==> config.mk <==
export PLATFORM = sky130hd
export DESIGN_NAME = subpixel_line_skew
export DESIGN_NICKNAME = d
export VERILOG_FILES = /design/src/rtl/slsk_pkg.sv /design/src/rtl/slsk_front.sv /design/src/rtl/slsk_queue.sv /design/src/rtl/slsk_back.sv /design/src/rtl/subpixel_line_skew.sv
export SDC_FILE = /design/constraint.sdc
export NUM_CORES = 2
export LEC_CHECK = 0
export BUFFER_PORTS_ARGS = -buffer_cell sky130_fd_sc_hd__buf_2
export CORE_UTILIZATION = 35
export CTS_CLUSTER_SIZE = 16
export DETAILED_ROUTE_END_ITERATION = 7
export PLACE_DENSITY = 0.53
export SYNTH_ARGS = -nofsm -noshare
export SYNTH_HDL_FRONTEND = slang
export SYNTH_SLANG_ARGS = --single-unit
==> constraint.sdc <==
create_clock -name clk -period 15.24 [get_ports clk]
set_input_delay 1.524 -clock clk [delete_from_list [all_inputs] [get_ports clk]]
set_output_delay 1.524 -clock clk [all_outputs]
set_load 0.02 [all_outputs]
==> src/rtl/slsk_pkg.sv <==
// shared types and constants of the sub-pixel line skew block
// no dependencies; used by every module under rtl
package slsk_pkg;

  // line size limit and derived widths
  localparam int MAX_LINE = 8192;
  localparam int POS_W    = $clog2(MAX_LINE);
  localparam int LEN_W    = POS_W + 1;
  // signed width that holds index plus shift without overflow
  localparam int SW       = LEN_W + 3;

  localparam int PIX_W    = 32;
  localparam int CH_W     = 8;
  localparam int NUM_CH   = PIX_W / CH_W;
  localparam int SHIFT_W  = 15;
  localparam int WGT_W    = 8;

  // stream payload widths
  localparam int IN_TDATA_W  = 56;
  localparam int OUT_TDATA_W = 64;
  localparam int CFG_IDX_W   = 2;

  // queue between front and back
  localparam int Q_DEPTH = 2;
  localparam int Q_PTR_W = $clog2(Q_DEPTH);
  localparam int Q_CNT_W = $clog2(Q_DEPTH + 1);

  // result slots of one entry, in emission order
  localparam int NUM_SLOT  = 4;
  localparam int SLOT_LEAD = 0;
  localparam int SLOT_PIX  = 1;
  localparam int SLOT_TPIX = 2;
  localparam int SLOT_RUN  = 3;

  // configuration register indexes
  typedef enum logic [CFG_IDX_W-1:0] {
    REG_IN_LENGTH  = 2'd0,
    REG_OUT_LENGTH = 2'd1,
    REG_BACKGROUND = 2'd2
  } cfg_reg_t;

  // result kinds
  typedef enum logic {
    KIND_PIXEL = 1'b0,
    KIND_RUN   = 1'b1
  } kind_t;

  typedef struct packed {
    logic [LEN_W-1:0] in_length;
    logic [LEN_W-1:0] out_length;
    logic [PIX_W-1:0] background;
  } cfg_t;

  // one classified source item as handed from front to back
  typedef struct packed {
    logic             lead_en;
    logic [LEN_W-1:0] lead_len;
    logic             pix_en;
    logic [POS_W-1:0] pix_pos;
    logic [PIX_W-1:0] pix_color;
    logic             tpix_en;
    logic [POS_W-1:0] tpix_pos;
    logic [PIX_W-1:0] tpix_color;
    logic             run_en;
    logic [POS_W-1:0] run_start;
    logic [LEN_W-1:0] run_len;
    logic [PIX_W-1:0] bg;
    logic             line_done;
  } entry_t;

  typedef struct packed {
    kind_t            kind;
    logic [POS_W-1:0] position;
    logic [LEN_W-1:0] run_length;
    logic [PIX_W-1:0] color;
    logic             last;
    logic             line_end;
  } res_t;

endpackage

==> src/rtl/slsk_front.sv <==
// front part: accepts source pixels, keeps line state, computes the skewed
// color and classifies the results of each item; uses slsk_pkg
module slsk_front (
  input  logic                        clk,
  input  logic                        rst_n,
  input  slsk_pkg::cfg_t              cfg,
  input  logic                        in_valid,
  input  logic                        q_full,
  output logic                        in_ready,
  input  logic [slsk_pkg::PIX_W-1:0]  in_pixel,
  input  logic [slsk_pkg::SHIFT_W-1:0] in_shift,
  input  logic [slsk_pkg::WGT_W-1:0]  in_weight,
  output logic                        push,
  output slsk_pkg::entry_t            push_data
);

  localparam int SW    = slsk_pkg::SW;
  localparam int LEN_W = slsk_pkg::LEN_W;
  localparam int POS_W = slsk_pkg::POS_W;
  localparam int CH_W  = slsk_pkg::CH_W;

  logic [LEN_W-1:0]                 src_index_r, src_index_nxt;
  logic signed [slsk_pkg::SHIFT_W-1:0] line_shift_r, line_shift_nxt;
  logic [slsk_pkg::WGT_W-1:0]       line_weight_r, line_weight_nxt;
  logic [slsk_pkg::PIX_W-1:0]       prev_left_r, prev_left_nxt;

  logic                             accept;
  logic                             first;
  logic signed [slsk_pkg::SHIFT_W-1:0] sh;
  logic [slsk_pkg::WGT_W-1:0]       w;
  logic [slsk_pkg::PIX_W-1:0]       p;
  logic [slsk_pkg::PIX_W-1:0]       left;
  logic [slsk_pkg::PIX_W-1:0]       color;
  logic [LEN_W-1:0]                 lin;
  logic [LEN_W-1:0]                 lout;
  logic signed [SW-1:0]             sh_s, lin_s, lout_s, idx_s, pos_s, t_s, start_s;
  logic                             line_done;
  slsk_pkg::entry_t                 ent;

  assign in_ready = !q_full;
  assign accept   = in_valid && in_ready;
  assign first    = (src_index_r == '0);

  // line parameters: latched, or on a line start incoming shift, weight and background
  always_comb begin
    sh = first ? $signed(in_shift) : line_shift_r;
    w  = first ? in_weight : line_weight_r;
    p  = first ? cfg.background : prev_left_r;
  end

  // clamp lengths
  always_comb begin
    if (cfg.in_length == '0) begin
      lin = LEN_W'(1);
    end else if (cfg.in_length > LEN_W'(slsk_pkg::MAX_LINE)) begin
      lin = LEN_W'(slsk_pkg::MAX_LINE);
    end else begin
      lin = cfg.in_length;
    end
    if (cfg.out_length > LEN_W'(slsk_pkg::MAX_LINE)) begin
      lout = LEN_W'(slsk_pkg::MAX_LINE);
    end else begin
      lout = cfg.out_length;
    end
  end

  // per channel blend: left = (bg + (src - bg) * w) >> 8, pixel = src - left + prev
  always_comb begin
    logic [CH_W-1:0]   s, b, l;
    logic [2*CH_W-1:0] d, prod, v;
    for (int c = 0; c < slsk_pkg::NUM_CH; c++) begin
      s    = in_pixel[c*CH_W +: CH_W];
      b    = cfg.background[c*CH_W +: CH_W];
      d    = {{CH_W{1'b0}}, s} - {{CH_W{1'b0}}, b};
      prod = (2*CH_W)'(d * {{CH_W{1'b0}}, w});
      v    = {{CH_W{1'b0}}, b} + prod;
      l    = v[2*CH_W-1:CH_W];
      left[c*CH_W +: CH_W]  = l;
      color[c*CH_W +: CH_W] = s - l + p[c*CH_W +: CH_W];
    end
  end

  // positions and run bounds
  always_comb begin
    sh_s      = SW'(sh);
    lin_s     = $signed({{(SW-LEN_W){1'b0}}, lin});
    lout_s    = $signed({{(SW-LEN_W){1'b0}}, lout});
    idx_s     = $signed({{(SW-LEN_W){1'b0}}, src_index_r});
    pos_s     = idx_s + sh_s;
    t_s       = lin_s + sh_s;
    line_done = ({1'b0, src_index_r} + (LEN_W+1)'(1)) >= {1'b0, lin};
  end

  // classification of the results this item causes
  always_comb begin
    ent            = '0;
    ent.bg         = cfg.background;
    ent.line_done  = line_done;
    // leading background run on a line start with positive shift
    ent.lead_en    = first && (sh_s > 0) && (lout != '0);
    ent.lead_len   = (sh_s < lout_s) ? LEN_W'(sh_s) : lout;
    // pixel write when it lands on the line
    ent.pix_en     = (pos_s >= 0) && (pos_s < lout_s);
    ent.pix_pos    = POS_W'(pos_s);
    ent.pix_color  = color;
    // trailing pixel and trailing run at line end
    ent.tpix_en    = line_done && (t_s >= 0) && (t_s < lout_s);
    ent.tpix_pos   = POS_W'(t_s);
    ent.tpix_color = left;
    if ((t_s >= 0) && (t_s < lout_s)) begin
      start_s = t_s + SW'(1);
    end else if (t_s < 0) begin
      start_s = '0;
    end else begin
      start_s = t_s;
    end
    ent.run_en     = line_done && (start_s < lout_s);
    ent.run_start  = POS_W'(start_s);
    ent.run_len    = LEN_W'(lout_s - start_s);
  end

  // items that cause no result only advance state
  assign push      = accept && (ent.lead_en || ent.pix_en || ent.tpix_en || ent.run_en);
  assign push_data = ent;

  // line state next values
  always_comb begin
    src_index_nxt   = src_index_r;
    line_shift_nxt  = line_shift_r;
    line_weight_nxt = line_weight_r;
    prev_left_nxt   = prev_left_r;
    if (accept) begin
      src_index_nxt   = line_done ? '0 : src_index_r + LEN_W'(1);
      line_shift_nxt  = sh;
      line_weight_nxt = w;
      prev_left_nxt   = left;
    end
  end

  always_ff @(posedge clk) begin
    if (!rst_n) begin
      src_index_r   <= '0;
      line_shift_r  <= '0;
      line_weight_r <= '0;
    end else begin
      src_index_r   <= src_index_nxt;
      line_shift_r  <= line_shift_nxt;
      line_weight_r <= line_weight_nxt;
    end
  end

  // carried color needs no reset: reloaded on every line start
  always_ff @(posedge clk) begin
    prev_left_r <= prev_left_nxt;
  end

endmodule

==> src/rtl/slsk_queue.sv <==
// short queue of classified items between front and back
// uses slsk_pkg for the entry type and depth
module slsk_queue (
  input  logic             clk,
  input  logic             rst_n,
  input  logic             push,
  input  slsk_pkg::entry_t push_data,
  output logic             full,
  input  logic             pop,
  output logic             empty,
  output slsk_pkg::entry_t head
);

  localparam int PW = slsk_pkg::Q_PTR_W;
  localparam int CW = slsk_pkg::Q_CNT_W;

  slsk_pkg::entry_t  mem_r [slsk_pkg::Q_DEPTH];
  logic [PW-1:0]     wr_ptr_r, wr_ptr_nxt;
  logic [PW-1:0]     rd_ptr_r, rd_ptr_nxt;
  logic [CW-1:0]     count_r, count_nxt;

  assign full  = (count_r == CW'(slsk_pkg::Q_DEPTH));
  assign empty = (count_r == '0);
  assign head  = mem_r[rd_ptr_r];

  // pointer wrap at queue depth
  always_comb begin
    wr_ptr_nxt = wr_ptr_r;
    rd_ptr_nxt = rd_ptr_r;
    count_nxt  = count_r;
    if (push) begin
      wr_ptr_nxt = (wr_ptr_r == PW'(slsk_pkg::Q_DEPTH - 1)) ? '0 : wr_ptr_r + PW'(1);
    end
    if (pop) begin
      rd_ptr_nxt = (rd_ptr_r == PW'(slsk_pkg::Q_DEPTH - 1)) ? '0 : rd_ptr_r + PW'(1);
    end
    if (push && !pop) begin
      count_nxt = count_r + CW'(1);
    end else if (pop && !push) begin
      count_nxt = count_r - CW'(1);
    end
  end

  always_ff @(posedge clk) begin
    if (!rst_n) begin
      wr_ptr_r <= '0;
      rd_ptr_r <= '0;
      count_r  <= '0;
    end else begin
      wr_ptr_r <= wr_ptr_nxt;
      rd_ptr_r <= rd_ptr_nxt;
      count_r  <= count_nxt;
    end
  end

  // entry storage
  always_ff @(posedge clk) begin
    if (push) begin
      mem_r[wr_ptr_r] <= push_data;
    end
  end

endmodule

==> src/rtl/slsk_back.sv <==
// back part: expands the queue head into its results, one per cycle while
// the output is not stalled, into the output register; uses slsk_pkg
module slsk_back (
  input  logic             clk,
  input  logic             rst_n,
  input  logic             empty,
  input  slsk_pkg::entry_t head,
  output logic             pop,
  output logic             out_valid,
  input  logic             out_ready,
  output slsk_pkg::res_t   out_res
);

  localparam int NS = slsk_pkg::NUM_SLOT;

  logic [NS-1:0]    done_r, done_nxt;
  logic             out_valid_r, out_valid_nxt;
  slsk_pkg::res_t   res_r, res_nxt;

  logic [NS-1:0]    en;
  logic [NS-1:0]    pending;
  logic [NS-1:0]    pick;
  logic             final_res;
  logic             load;
  slsk_pkg::res_t   cand [NS];

  assign out_valid = out_valid_r;
  assign out_res   = res_r;

  // candidate results of the head entry
  always_comb begin
    en[slsk_pkg::SLOT_LEAD] = head.lead_en;
    en[slsk_pkg::SLOT_PIX]  = head.pix_en;
    en[slsk_pkg::SLOT_TPIX] = head.tpix_en;
    en[slsk_pkg::SLOT_RUN]  = head.run_en;

    cand[slsk_pkg::SLOT_LEAD] = '{kind: slsk_pkg::KIND_RUN, position: '0,
                                  run_length: head.lead_len, color: head.bg,
                                  last: 1'b0, line_end: 1'b0};
    cand[slsk_pkg::SLOT_PIX]  = '{kind: slsk_pkg::KIND_PIXEL, position: head.pix_pos,
                                  run_length: slsk_pkg::LEN_W'(1),
                                  color: head.pix_color, last: 1'b0, line_end: 1'b0};
    cand[slsk_pkg::SLOT_TPIX] = '{kind: slsk_pkg::KIND_PIXEL, position: head.tpix_pos,
                                  run_length: slsk_pkg::LEN_W'(1),
                                  color: head.tpix_color, last: 1'b0, line_end: 1'b0};
    cand[slsk_pkg::SLOT_RUN]  = '{kind: slsk_pkg::KIND_RUN, position: head.run_start,
                                  run_length: head.run_len, color: head.bg,
                                  last: 1'b0, line_end: 1'b0};
  end

  // first pending slot in emission order
  always_comb begin
    pending = en & ~done_r;
    pick    = '0;
    for (int i = NS - 1; i >= 0; i--) begin
      if (pending[i]) begin
        pick    = '0;
        pick[i] = 1'b1;
      end
    end
    final_res = ((pending & ~pick) == '0);
  end

  // load output register from a non-empty queue when it is free or being drained
  always_comb begin
    load          = !empty && (!out_valid_r || out_ready);
    pop           = load && final_res;
    out_valid_nxt = out_valid_r;
    done_nxt      = done_r;
    res_nxt       = res_r;
    if (out_valid_r && out_ready) begin
      out_valid_nxt = 1'b0;
    end
    if (load) begin
      out_valid_nxt = 1'b1;
      done_nxt      = final_res ? '0 : (done_r | pick);
      for (int i = 0; i < NS; i++) begin
        if (pick[i]) begin
          res_nxt = cand[i];
        end
      end
      res_nxt.last     = final_res;
      res_nxt.line_end = final_res && head.line_done;
    end
  end

  always_ff @(posedge clk) begin
    if (!rst_n) begin
      done_r      <= '0;
      out_valid_r <= 1'b0;
    end else begin
      done_r      <= done_nxt;
      out_valid_r <= out_valid_nxt;
    end
  end

  always_ff @(posedge clk) begin
    res_r <= res_nxt;
  end

endmodule

==> src/rtl/subpixel_line_skew.sv <==
// top level of the sub-pixel line skew block: configuration registers,
// front, queue and back; uses slsk_pkg, slsk_front, slsk_queue, slsk_back
//
//  channel  direction  handshake                 payload
//  in_      slave      in_tvalid / in_tready     in_tdata
//  out_     master     out_tvalid / out_tready   out_tdata, out_tuser, out_tlast
//  cfg_     slave      cfg_valid / cfg_ready     cfg_index, cfg_data
//
// one source pixel is taken per cycle while the queue is not full; it goes
// through the queue into the output register. a pixel that starts or ends
// a line gives up to four results, emitted one at a time while the two-entry
// queue absorbs the front. reset is synchronous and clears line state and
// queue; no memory needs a clearing pass. configuration writes complete at once.
module subpixel_line_skew (
  input  logic                                clk,
  input  logic                                rst_n,
  // [31:0] pixel, [46:32] shift, [54:47] frac_weight
  input  logic [slsk_pkg::IN_TDATA_W-1:0]     in_tdata,
  input  logic                                in_tvalid,
  output logic                                in_tready,
  // [12:0] position, [26:13] run_length, [58:27] color, [59] last
  output logic [slsk_pkg::OUT_TDATA_W-1:0]    out_tdata,
  // [0] kind
  output logic                                out_tuser,
  output logic                                out_tlast,
  output logic                                out_tvalid,
  input  logic                                out_tready,
  input  logic                                cfg_valid,
  output logic                                cfg_ready,
  input  logic [slsk_pkg::CFG_IDX_W-1:0]      cfg_index,
  input  logic [slsk_pkg::PIX_W-1:0]          cfg_data
);

  localparam int LEN_W = slsk_pkg::LEN_W;

  slsk_pkg::cfg_t   cfg_r, cfg_nxt;
  logic             q_full, q_empty, push, pop;
  slsk_pkg::entry_t push_data, head;
  slsk_pkg::res_t   res;

  assign cfg_ready = 1'b1;

  // register write decode
  always_comb begin
    cfg_nxt = cfg_r;
    if (cfg_valid) begin
      case (slsk_pkg::cfg_reg_t'(cfg_index))
        slsk_pkg::REG_IN_LENGTH:  cfg_nxt.in_length  = cfg_data[LEN_W-1:0];
        slsk_pkg::REG_OUT_LENGTH: cfg_nxt.out_length = cfg_data[LEN_W-1:0];
        slsk_pkg::REG_BACKGROUND: cfg_nxt.background = cfg_data;
        default:                  cfg_nxt = cfg_r;
      endcase
    end
  end

  always_ff @(posedge clk) begin
    if (!rst_n) begin
      cfg_r.in_length  <= LEN_W'(slsk_pkg::MAX_LINE);
      cfg_r.out_length <= LEN_W'(slsk_pkg::MAX_LINE);
      cfg_r.background <= '0;
    end else begin
      cfg_r <= cfg_nxt;
    end
  end

  slsk_front u_front (
    .clk       (clk),
    .rst_n     (rst_n),
    .cfg       (cfg_r),
    .in_valid  (in_tvalid),
    .q_full    (q_full),
    .in_ready  (in_tready),
    .in_pixel  (in_tdata[31:0]),
    .in_shift  (in_tdata[46:32]),
    .in_weight (in_tdata[54:47]),
    .push      (push),
    .push_data (push_data)
  );

  slsk_queue u_queue (
    .clk       (clk),
    .rst_n     (rst_n),
    .push      (push),
    .push_data (push_data),
    .full      (q_full),
    .pop       (pop),
    .empty     (q_empty),
    .head      (head)
  );

  slsk_back u_back (
    .clk       (clk),
    .rst_n     (rst_n),
    .empty     (q_empty),
    .head      (head),
    .pop       (pop),
    .out_valid (out_tvalid),
    .out_ready (out_tready),
    .out_res   (res)
  );

  // result packing
  assign out_tdata = {4'b0, res.last, res.color, res.run_length, res.position};
  assign out_tuser = res.kind;
  assign out_tlast = res.line_end;

endmodule
---- After elaboration in Yosys (flattened, before gate mapping) ----
Memory sizes are Yosys's and may differ from the RTL's. A register that Yosys moved wholly into a read port is not among the register bits.
Cells that the tools add are included.
W data, S select, Z words.
cells by class
  $lt $le $gt $ge ......................... 11
  multipliers ............................. 4
  bitwise logic cells ..................... 5
  muxes and demuxes ....................... 29
  equal/unequal tests ..................... 3
  add/sub/neg operators ................... 26
  reductions and logical operators ........ 37
operators with widths
  kind                     count
  $mux W62                 3
  $mux W14                 5
  $add A8 B16 Y16          4
  $mul A16 B8 Y16          4
  $mux W61                 1
  $sub A8 B8 Y9            4
  $mux W17                 2
  $add A15 B15 Y16         2
  $add A8 B8 Y8            4
  $ge A16 B1 Y1 const B    2
  $lt A16 B15 Y1           2
  $mux W32                 1
  $sub A8 B8 Y8            4
  $gt A14 B14 Y1 const B   2
  $logic_not A14 Y1        2
  $mux W4                  5
  $add A16 B2 Y17 const B  1
  $lt A17 B15 Y1           1
  $lt A16 B1 Y1 const B    1
  $add A14 B1 Y15 const B  1
  $ge A15 B14 Y1           1
  $gt A15 B1 Y1 const B    1
  $logic_and A1 B1 Y1      15
  $lt A15 B15 Y1           1
  22 further kinds         46
storage, ports and cells
  output and inout bits ................... 69
  memories ................................ 1
  logic and storage cells ................. 134
  memory bits (writable) .................. 336
  bits of input ports ..................... 95
  register bits ........................... 200
memory list
  name           depth  bits a word  rd ports  clocked after Yosys merged registers in  write ports  line              text
  u_queue.mem_r  2      168          1         1                                        1            slsk_queue.sv:17  slsk_pkg::entry_t mem_r [slsk_pkg::Q_DEPTH];

---- Longest topological paths before layout ----
  depth in word-level cells ............... 15
  mapped depth ............................ 39
  mapped depth without buffers ............ 36

---- Hierarchy ----
From an unflattened synthesis, not the netlist that was laid out.
second synthesis, totals
  cells, all modules ...................... 3604
  area, all modules ....................... 39858.2 um^2
by module, submodules not included
  module              area an instance (um^2)  seq. area each (um^2)  cells an instance  instances
  slsk_front          21614.5                  1701.6                 2564               1
  slsk_queue          12766.0                  10189.8                545                1
  slsk_back           3126.7                   1961.9                 256                1
  subpixel_line_skew  2351.0                   1201.2                 239                1

---- Worst setup path before layout ----
Ideal clock, no wire load.
  path type ............................... register to register
  from .................................... register u_front.src_index_r[1]
  to ...................................... memory u_queue.mem_r[0][0] (netlist name) (enable)
  path buffers ............................ 5
  slack ................................... -1.637 ns
  arrival time ............................ 16.159 ns
  period minus slack after synthesis ...... 16.877 ns
  cell stages (with the launch flop) ...... 35
  required time ........................... 14.522 ns
  setup time .............................. 0.718 ns
  path through ............................ dfxtp_1 -> inv_1 -> ha_1 -> nor4b_1 -> and4_1 -> clkbuf_1 -> buf_1 -> clkbuf_1 -> clkbuf_1 -> mux2i_1 -> inv_1 -> ha_1 -> nor2b_1 -> or3b_2 -> nand3_1 -> ha_1 -> a2111oi_0 -> nor3_1 -> a2111oi_0 -> o21bai_1 -> maj3_1 -> a2111o_1 -> or4b_1 -> clkbuf_1 -> and4bb_1 -> mux2i_1 -> ha_1 -> nand2_1 -> o21ai_0 -> a221o_1 -> a21oi_1 -> nand4b_1 -> a41oi_1 -> o41a_1 -> nor2b_1
RTL lines
  item                    line               text
  start, declared         slsk_front.sv:22   logic [LEN_W-1:0] src_index_r, src_index_nxt;
  start signal, assigned  slsk_front.sv:146  src_index_r <= src_index_nxt;
  end, declared           slsk_queue.sv:17

==> results.cfg <==
[sta]
tightest_slew_ns = 1.11
finalSetupViolations = 0
fin_setup_tns_ns = 0
setup_slack_ns = 3.32
fin_crit_sh = 0.782
maxSlewHeadroom = 0.262
fin_crit_ns = 11.92
hold_viol = 0
rsz0062_at_grt = false
slew_violations = 0
clock_skew_ns = 0.0352
max_freq_mhz = 83.9

[clocking]
clock_path_buffers = 3
clock_latency_ns = 0.64
cts_root_buf = clkbuf_16
cts_resized = 0
clock_sinks = 537
cts_buffers = 66
cts_tree = built
htree_num_levels = 3
ctsHoldBuffers = 0
clkTransAtPathRegs_ns = 0.06
cts_setup_buffers = 0

[cells_and_area]
layout_common_cells = 460 x inv_1, 447 x nand2_1, 430 x edfxtp_1
layout-drive-gt1-share = 0.0999
seq_area_um2 = 15100
multi_input_area_um2 = 20500
nNetsFinal = 4250
final_util = 0.398
area_growth_pct = 12.1
layout_commonest_cell = inv_1
num-fill-cells = 10363

[grt]
grt.total_usage = 0.185
grt_first_pass_wirelength_um = 152000
grt-ovfl-total = 0
grt_max_degree = 127
grt_pass1_vias = 25161
antenna_found_initial = 20

[die]
core_area_um2 = 106000
die_h_um = 330
fp-row-count = 119
dieArea_um2 = 109000
die_w_um = 330
start_util = 0.355
ioPinCount = 164

[setup_path]
max_stage_delay_ns = 1.07
cpMostUsedCell = ha_1
required_ns = 15.51
slowest_stage = and4_2
crit_arrival_ns = 12.19
end_kind = flop
reg2reg_depth = 30
path_max_fanout = 35
start_kind = flop
crit_type = reg -> reg

[logic_synthesis]
ys_seq_area_frac = 0.400
synthCells = 3460
ys_types = 74
synth.ff_latch_count = 537
synth_edf_count = 430
synthDominantCellAreaShare = 0.343
synth_area_um2 = 37700
synth_ff_type = edfxtp_1
synthArstFlopShare = 0
netlist_top_cells_area = edfxtp_1 34%, fa_1 15%, ha_1 8.9%
yosys.area.top_type = edfxtp_1
synth.avg_cell_area_um2 = 10.9
synth_warnings = 0

[place]
numPortBuffers = 157
dp_slack_ns = 3.40
place.gp.congestion = 0.840
dp_hpwl_um = 73300

[detailed_routing]
drtIter0Drc = 1552
vias = 25136
drc = 0
antenna_left = 0
wl_per_cell_um = 19.7
viasPerCell = 4.98
routed_wl_um = 99400
first_pass_iters = 5

[outcome]
status = complete, no violations

[hold_path]
hold_class = reg -> reg
hold_depth = 2

[flow_run]
cap_violations = 0
## synth_stat cells, types with 5 or more instances
cell       count
inv_1        461
nand2_1      450
edfxtp_1     430
fa_1         287
ha_1         267
mux2i_1      184
nor2_1       161
xnor2_1      127
a21oi_1      122
dfxtp_1      107
clkbuf_1     105
o21ai_0       87
a21boi_0      72
and2_1        62
mux2_2        53
xor2_1        46
a21o_1        41
o221ai_1      32
nor3_1        30
o22ai_1       28
nand3_1       24
nor2b_1       24
o211a_1       22
o21a_1        22
o21bai_1      20
nand2b_1      17
and3_1        15
nor4_1        15
nand4_1       10
o211ai_1       9
a31oi_1        8
a211oi_1       7
buf_1          7
nand3b_1       7
or3_1          7
a2111oi_0      6
nor3b_1        6
nor4b_1        6
or2_2          6
buf_4          5
o31ai_1        5
## layer usage
layer,track usage,up-vias,share of wire
li1,-,12060,-
met1,0.250,12446,0.46
met3,0.0352,134,0.053
met4,0.0474,18,0.021
met2,0.305,478,0.47
met5,0,-,0.0010
## kinds of logic (layout without fill, tap and decap cells)
group,after synthesis,after routing,synth area share
AO/OA/AOI/OAI,519,519,0.0931
XOR/XNOR,173,173,0.0402
adder cells (fa/ha/maj),556,556,0.242
buffers and inverters,578,768,0.0581
flip-flops,537,537,0.400
multiplexers,239,239,0.0654
other,2,7,0.000199
AND/OR/NAND/NOR,856,856,0.102
## registers in the layout, summed over array words and instances (netlist names), named ones only
signal                 cells
u_queue.rd_ptr_r           1
u_front.prev_left_r       32
u_front.line_shift_r      15
u_queue.mem_r            336
u_back.out_res            62
cfg_r                     60
u_queue.wr_ptr_r           1
u_queue.count_r            2
u_front.src_index_r       14
u_back.out_valid           1
u_back.done_r              4
u_front.line_weight_r      8
## stage by stage
| stage | instances | area [um^2] | hold slack, ns |
|---|---|---|---|
| finish | 5046 | 42200 | 0.473 |
| global route | 5044 | 42200 | 0.504 |
| CTS | 5044 | 42200 | 0.477 |
| detailed placement | 4924 | 40100 | 0.464 |
| global placement | 4924 | 40100 | 0.456 |
| floorplan | 3463 | 37700 | 0.437 |
## layout make-up
cell class / count / share of cell area
Antenna cell: 2 / 0.000119
Clock buffer: 86 / 0.0423
Clock inverter: 34 / 0.00886
Inverter: 461 / 0.0410
Multi-Input combinational cell: 2348 / 0.485
Sequential cell: 537 / 0.357
Tap cell: 1391 / 0.0412
Timing Repair Buffer: 187 / 0.0246
## worst max-delay path, delay by kind of cell (launching register included)
| family | cells | cell delay (ns) |
|---|---|---|
| simple gates | 7 | 3.62 |
| compound gates | 12 | 3.58 |
| fa+ha+maj | 5 | 1.66 |
| buf+inv | 3 | 0.87 |
| mux | 2 | 0.72 |
| xor+xnor | 1 | 0.65 |
| flops | 1 | 0.36 |
## worst paths after layout
kind / slack, ns / end / start
setup / recovery: 3.32 / u_queue.mem_r[0][144]$_DFFE_PP_ / u_front.src_index_r[0]$_SDFFE_PN0P_
setup reg to reg: 3.32 / u_queue.mem_r[0][144]$_DFFE_PP_ / u_front.src_index_r[0]$_SDFFE_PN0P_
hold reg to reg: 0.47 / u_back.done_r[1]$_SDFFE_PN0P_ / u_back.done_r[1]$_SDFFE_PN0P_
hold / removal: 0.47 / u_back.done_r[1]$_SDFFE_PN0P_ / u_back.done_r[1]$_SDFFE_PN0P_
Power is left out: the tool's default activity adds up to more than one toggle a clock period on the data nets, which glitch-free logic cannot reach.
